`config.mk`:
```
export PLATFORM = sky130hd
export DESIGN_NAME = lruc_cell
export DESIGN_NICKNAME = d
export VERILOG_FILES = /design/src/rtl/core/lruc_pkg.sv /design/src/rtl/core/lruc_cell.sv
export SDC_FILE = /design/constraint.sdc
export NUM_CORES = 1
export LEC_CHECK = 0
export BUFFER_PORTS_ARGS = -buffer_cell sky130_fd_sc_hd__buf_2
export CORE_AREA = 5 5 310 312
export DETAILED_ROUTE_END_ITERATION = 8
export DIE_AREA = 0 0 315 317
export GPL_ROUTABILITY_DRIVEN = 1
export SYNTH_ARGS = -nofsm -noshare
export SYNTH_HDL_FRONTEND = slang
export SYNTH_SLANG_ARGS = --single-unit
```
`constraint.sdc`:
```
create_clock -name clk -period 10.47 [get_ports clk]
set_input_delay 0.5235 -clock clk [delete_from_list [all_inputs] [get_ports clk]]
set_output_delay 0.5235 -clock clk [all_outputs]
set_load 0.01 [all_outputs]
```
`src/rtl/core/lruc_pkg.sv`:
```
// Shared types and request codes for the LRU verdict cache.
package lruc_pkg;

  typedef enum logic [1:0] {
    REQ_ADD    = 2'd0,
    REQ_GET    = 2'd1,
    REQ_REMOVE = 2'd2,
    REQ_CLEAR  = 2'd3
  } req_t;

  typedef struct packed {
    logic [1:0]  req_type;
    logic [31:0] device_id;
    logic [63:0] inode_number;
    logic signed [63:0] mod_time;
    logic [7:0]  verdict_in;
  } in_word_t;

  typedef struct packed {
    logic       hit;
    logic [7:0] verdict_out;
    logic [6:0] occupancy;
  } out_word_t;

  // One stored entry.
  typedef struct packed {
    logic [31:0] dev;
    logic [63:0] ino;
    logic [63:0] mtime;
    logic [7:0]  verdict;
  } entry_t;

  // Control broadcast to every cell in the update cycle.
  typedef struct packed {
    logic   upd;      // apply an update this cycle
    logic   clear;    // drop all entries
    logic   ins;      // insert head entry at slot 0
    logic   del;      // delete the matched slot
    logic   mtf;      // move matched slot to front
    logic   trunc;    // drop slots at or above keep
    entry_t head;     // entry written at slot 0
  } cell_ctl_t;

  typedef enum logic [1:0] {
    ST_IDLE,
    ST_CMP,
    ST_UPD
  } state_t;

endpackage

```
`src/rtl/core/lruc_cell.sv`:
```
// One cache slot: holds an entry and compares it against the request key.
module lruc_cell #(
  parameter int IDXW = 6
) (
  input  logic                clk,
  input  logic                rst_n,
  input  logic [IDXW-1:0]     pos,
  input  logic [31:0]         key_dev,
  input  logic [63:0]         key_ino,
  input  lruc_pkg::cell_ctl_t ctl,
  input  logic [IDXW:0]       match_pos,
  input  logic                match_any,
  input  logic [IDXW:0]       keep,
  input  lruc_pkg::entry_t    prev_entry,
  input  logic                prev_valid,
  input  lruc_pkg::entry_t    next_entry,
  input  logic                next_valid,
  output lruc_pkg::entry_t    entry,
  output logic                valid,
  output logic                match
);

  lruc_pkg::entry_t entry_r, entry_nxt;
  logic             valid_r, valid_nxt;
  logic [IDXW:0]    p;

  assign p     = {1'b0, pos};
  assign entry = entry_r;
  assign valid = valid_r;
  assign match = valid_r && entry_r.dev == key_dev && entry_r.ino == key_ino;

  always_comb begin
    entry_nxt = entry_r;
    valid_nxt = valid_r;
    if (ctl.upd) begin
      if (ctl.clear) begin
        valid_nxt = 1'b0;
      end else begin
        // Delete: slots at and past the hole pull from the right.
        if (ctl.del && match_any && p >= match_pos) begin
          entry_nxt = next_entry;
          valid_nxt = next_valid;
        end
        // Move to front: slots up to the hole pull from the left.
        if (ctl.mtf && match_any && p <= match_pos) begin
          if (p == '0) begin
            entry_nxt = ctl.head;
          end else begin
            entry_nxt = prev_entry;
          end
        end
        // Insert: slots up to any deleted hole pull from the left.
        if (ctl.ins) begin
          if (p == '0) begin
            entry_nxt = ctl.head;
            valid_nxt = 1'b1;
          end else if (ctl.del && match_any && p > match_pos) begin
            entry_nxt = entry_r;
            valid_nxt = valid_r;
          end else if (ctl.del && match_any) begin
            entry_nxt = prev_entry;
            valid_nxt = prev_valid;
          end else begin
            entry_nxt = prev_entry;
            valid_nxt = prev_valid && (p <= keep);
          end
        end else if (ctl.trunc && p >= keep) begin
          valid_nxt = 1'b0;
        end
      end
    end
  end

  always_ff @(posedge clk) begin
    if (!rst_n) begin
      valid_r <= 1'b0;
    end else begin
      valid_r <= valid_nxt;
    end
    entry_r <= entry_nxt;
  end

endmodule

```
==> summary.md <==
| Metric | Value |
|---|---|
| First-pass GRT wire length | 101100 um |
| Slew at the pin with the worst max-slew slack | 0.9930 ns |
| CP startpoint | entry[159] |
| Worst Setup Start Kind | flop |
| Clock skew | 0 ns |
| Initial DRC Count | approximately 700 |
| Synthesized net count | 1595 |
| Leakage power | 7.883 nW |
| Hold-fix buffers, CTS | 0 |
| Via-to-Cell Ratio | 3.726 |
| Wire per inst | 26.89 um |
| Die width | between 300 and 400 um |
| Power Density | 122.7 nW/um2 |
| TritonRoute pass-1 iters | 5 |
| HPWL Detailed | between 70000 and 80000 um |
| Post-synth EDFFs | 168 |
| Die ar. | roughly 100000 um2 |
| R2r worst-path depth | 2 |
| Synth Register Bits | ~170 |
| Count leader, synth | nand2_1 |
| Congestion Overflow GR | 0 |
| Gp weighted congestion | 0.8949 |
| Antenna viol nets, final | 0 |
| Cells after Synth | approximately 950 |
| Post-CTS Setup Inserts | 0 |
| Tcrit/Tclk final | 36.66% |
| Ys Warns | 0 |
| Levels on crit path | 5 |
| Total core area | 92770 um2 |
| Commonest cells post-synth | nand2_1, edfxtp_1, mux2i_1, o21ai_0, o21ai_1 |
| P&R area growth vs syn | 58.89% |
| Reg2Reg Launch Point | valid |
| Leading area contributor after synthesis | edfxtp_1 |
| Fin cells | about 3000 |
| Worst R2R Setup Slack | 9.37 ns |
| Max-cap check violation count | 0 |
| Via count | 11210 |
| Ys async rst share | 0% |
| Hold_sp | next_entry[103] |
| Post-route DRC | 0 |
| WP data required | 9.95 ns |
| Highest clock rate | 0.2605 GHz |
| Number of I/O pins | 801 |
| Largest net degree at the start of global routing | ~120 |
| Final Hold Viols | 0 |
| Crit. End Element | primary output |
| Hold Crit Class | input port to flop |
| # fillers | 10590 |
| Status | completed |
| Mean Syn Cell Area | approximately 11 um2 |
| Critical Path AT | around 3.3 ns |
| Min Hold Slack | 0.2840 ns |
| Worst path slowest cell | nor4_1 |
| Peak supply drop | between 0.1 and 0.15 mV |
| Dominant cells by area after synthesis | edfxtp_1, mux2i_1, nand2_1 |
| Num CTS Buffers | 17 |
| Number of global-route vias before repair | 10900 |
| RR Endpoint | valid |
| Core Rows | approximately 110 |
| Clock transition at the registers of the reported paths | 0.08 ns |
| Type of the worst setup path | flop to primary output |
| CP Cell Sequence | xnor2_1 > nand4_1 > nor4_1 > and3_1 > buf_2 |
| Post-route cell area | 16130 um2 |
| Placed cells | 2960 |
| Initial antenna violation count | 125 |
| Clock latency on the worst-skew pair | 0.51 ns |
| Crit path to | match |
| Worst Path Buf+Inv | 1 |
| Final Routed Wirelength | 80950 um |
| Crit path max fanout | 2 |
| Sequential area share after synthesis | 49.89% |
| Post-CTS Resized | 0 |
| CTS Sinks | 169 |
| Root buffer cell | clkbuf_16 |
| Max stage delay on crit path | 0.69 ns |
| Dpl ws | approximately 6.5 ns |
| Initial core utilization | 10.94% |
| Post-synth top area share | 49.69% |
| Number of H-tree levels | 4 |
| Tmin final | 3.839 ns |
| Final Slew Violations | 0 |
| Final Net Count | 2368 |
| Mapped Area | 10150 um2 |
| RSZ-0062 raised after global routing | no |
| # port buffers | 800 |
| Primary FF master, synth | edfxtp_1 |
| Placement Cell Area | ~15000 um2 |
| Max_slew headroom | between 30 and 40% |
| Share of cells above drive strength 1 | 48.68% |
| CTS tree | done |
| Post-synth cell types | 43 |
| DIE HEIGHT | 317 um |
| Clock buffer depth | 2 |
| Setup ws final | 6.631 ns |
| GRT Total Usage | 15.47% |
| CP delay by family, top | simple AND/OR/NAND/NOR gates |
| Final setup TNS | 0 ns |
| Final setup violation count | 0 |
==> power by group <==
part | internal (mW) | leakage [nW] | switching (mW)
sequential | 0.811 | 1.52 | 0.0529
combinational | 0.186 | 6.07 | 0.232
clock | 0.356 | 0.288 | 0.342
==> worst min path at each step <==
stage	to	cells past startpoint	slack, ns
floorplan	valid	2	0.55
global placement	entry[58]	3	0.79
detailed placement	entry[164]	3	0.80
CTS	entry[103]	3	0.21
global route	entry[103]	3	0.24
finish	entry[103]	3	0.28
==> cells in the final DEF, fill, tap and decap left out, types with 16 or more instances in the layout <==
| cell type | n |
|---|---|
| buf_2 | 800 |
| clkbuf_16 | 17 |
| diode_2 | 18 |
| edfxtp_1 | 168 |
| inv_1 | 44 |
| mux2i_1 | 168 |
| nand2_1 | 171 |
| nand4_1 | 16 |
| o21ai_0 | 113 |
| o21ai_1 | 57 |
| xnor2_1 | 49 |
| xor2_1 | 17 |
==> layer usage <==
| layer | global-route usage, % | share of wire [%] | vias up |
|---|---|---|---|
| met5 | 0 | 0.48 | - |
| met4 | 4.923 | 3.3 | 64 |
| met3 | 7.344 | 11 | 216 |
| met2 | 24.41 | 45 | 760 |
| met1 | 18.71 | 41 | 5113 |
| li1 | - | - | 5061 |
==> kinds of logic after synthesis <==
logic type	after synthesis	synth area share (%)
xor gates and xnor gates	66	5.694
AOI/OAI and AO/OA	217	12.07
buffers and inverters	99	5.028
muxes	168	16.56
adders and majority gates	12	1.479
DFF	169	49.89
and+or+nand+nor	221	9.280
==> worst min-delay path, stage by stage <==
cell     delay [ns]
buf_2          0.07
nand2_1        0.03
o21ai_0        0.05
==> sequential cells by signal, summed over array words and instances, names as in the netlist <==
name and flops:
entry 168, valid 1
==> layout make-up <==
| cell class | instances | area, um2 | area share (%) |
|---|---|---|---|
| Sequential cell | 169 | 5065 | 31.40 |
| Tap cell | 1254 | 1569 | 9.727 |
| Clock buffer | 17 | 425.4 | 2.637 |
| Inverter | 44 | 165.2 | 1.024 |
| Antenna cell | 18 | 45.04 | 0.2792 |
| Multi-Input combinational cell | 684 | 4602 | 28.53 |
| Clock inverter | 15 | 162.7 | 1.008 |
| Timing Repair Buffer | 809 | 4096 | 25.40 |
==> metrics by stage <==
step           util, %  power, mW
6_report         17.39      1.979
5_1_grt          17.35      2.082
4_1_cts          17.34      2.032
3_5_place_dp     16.71      1.307
3_3_place_gp     16.71      1.302
2_1_floorplan        -      1.029
Power figures use the tool's default switching activity.
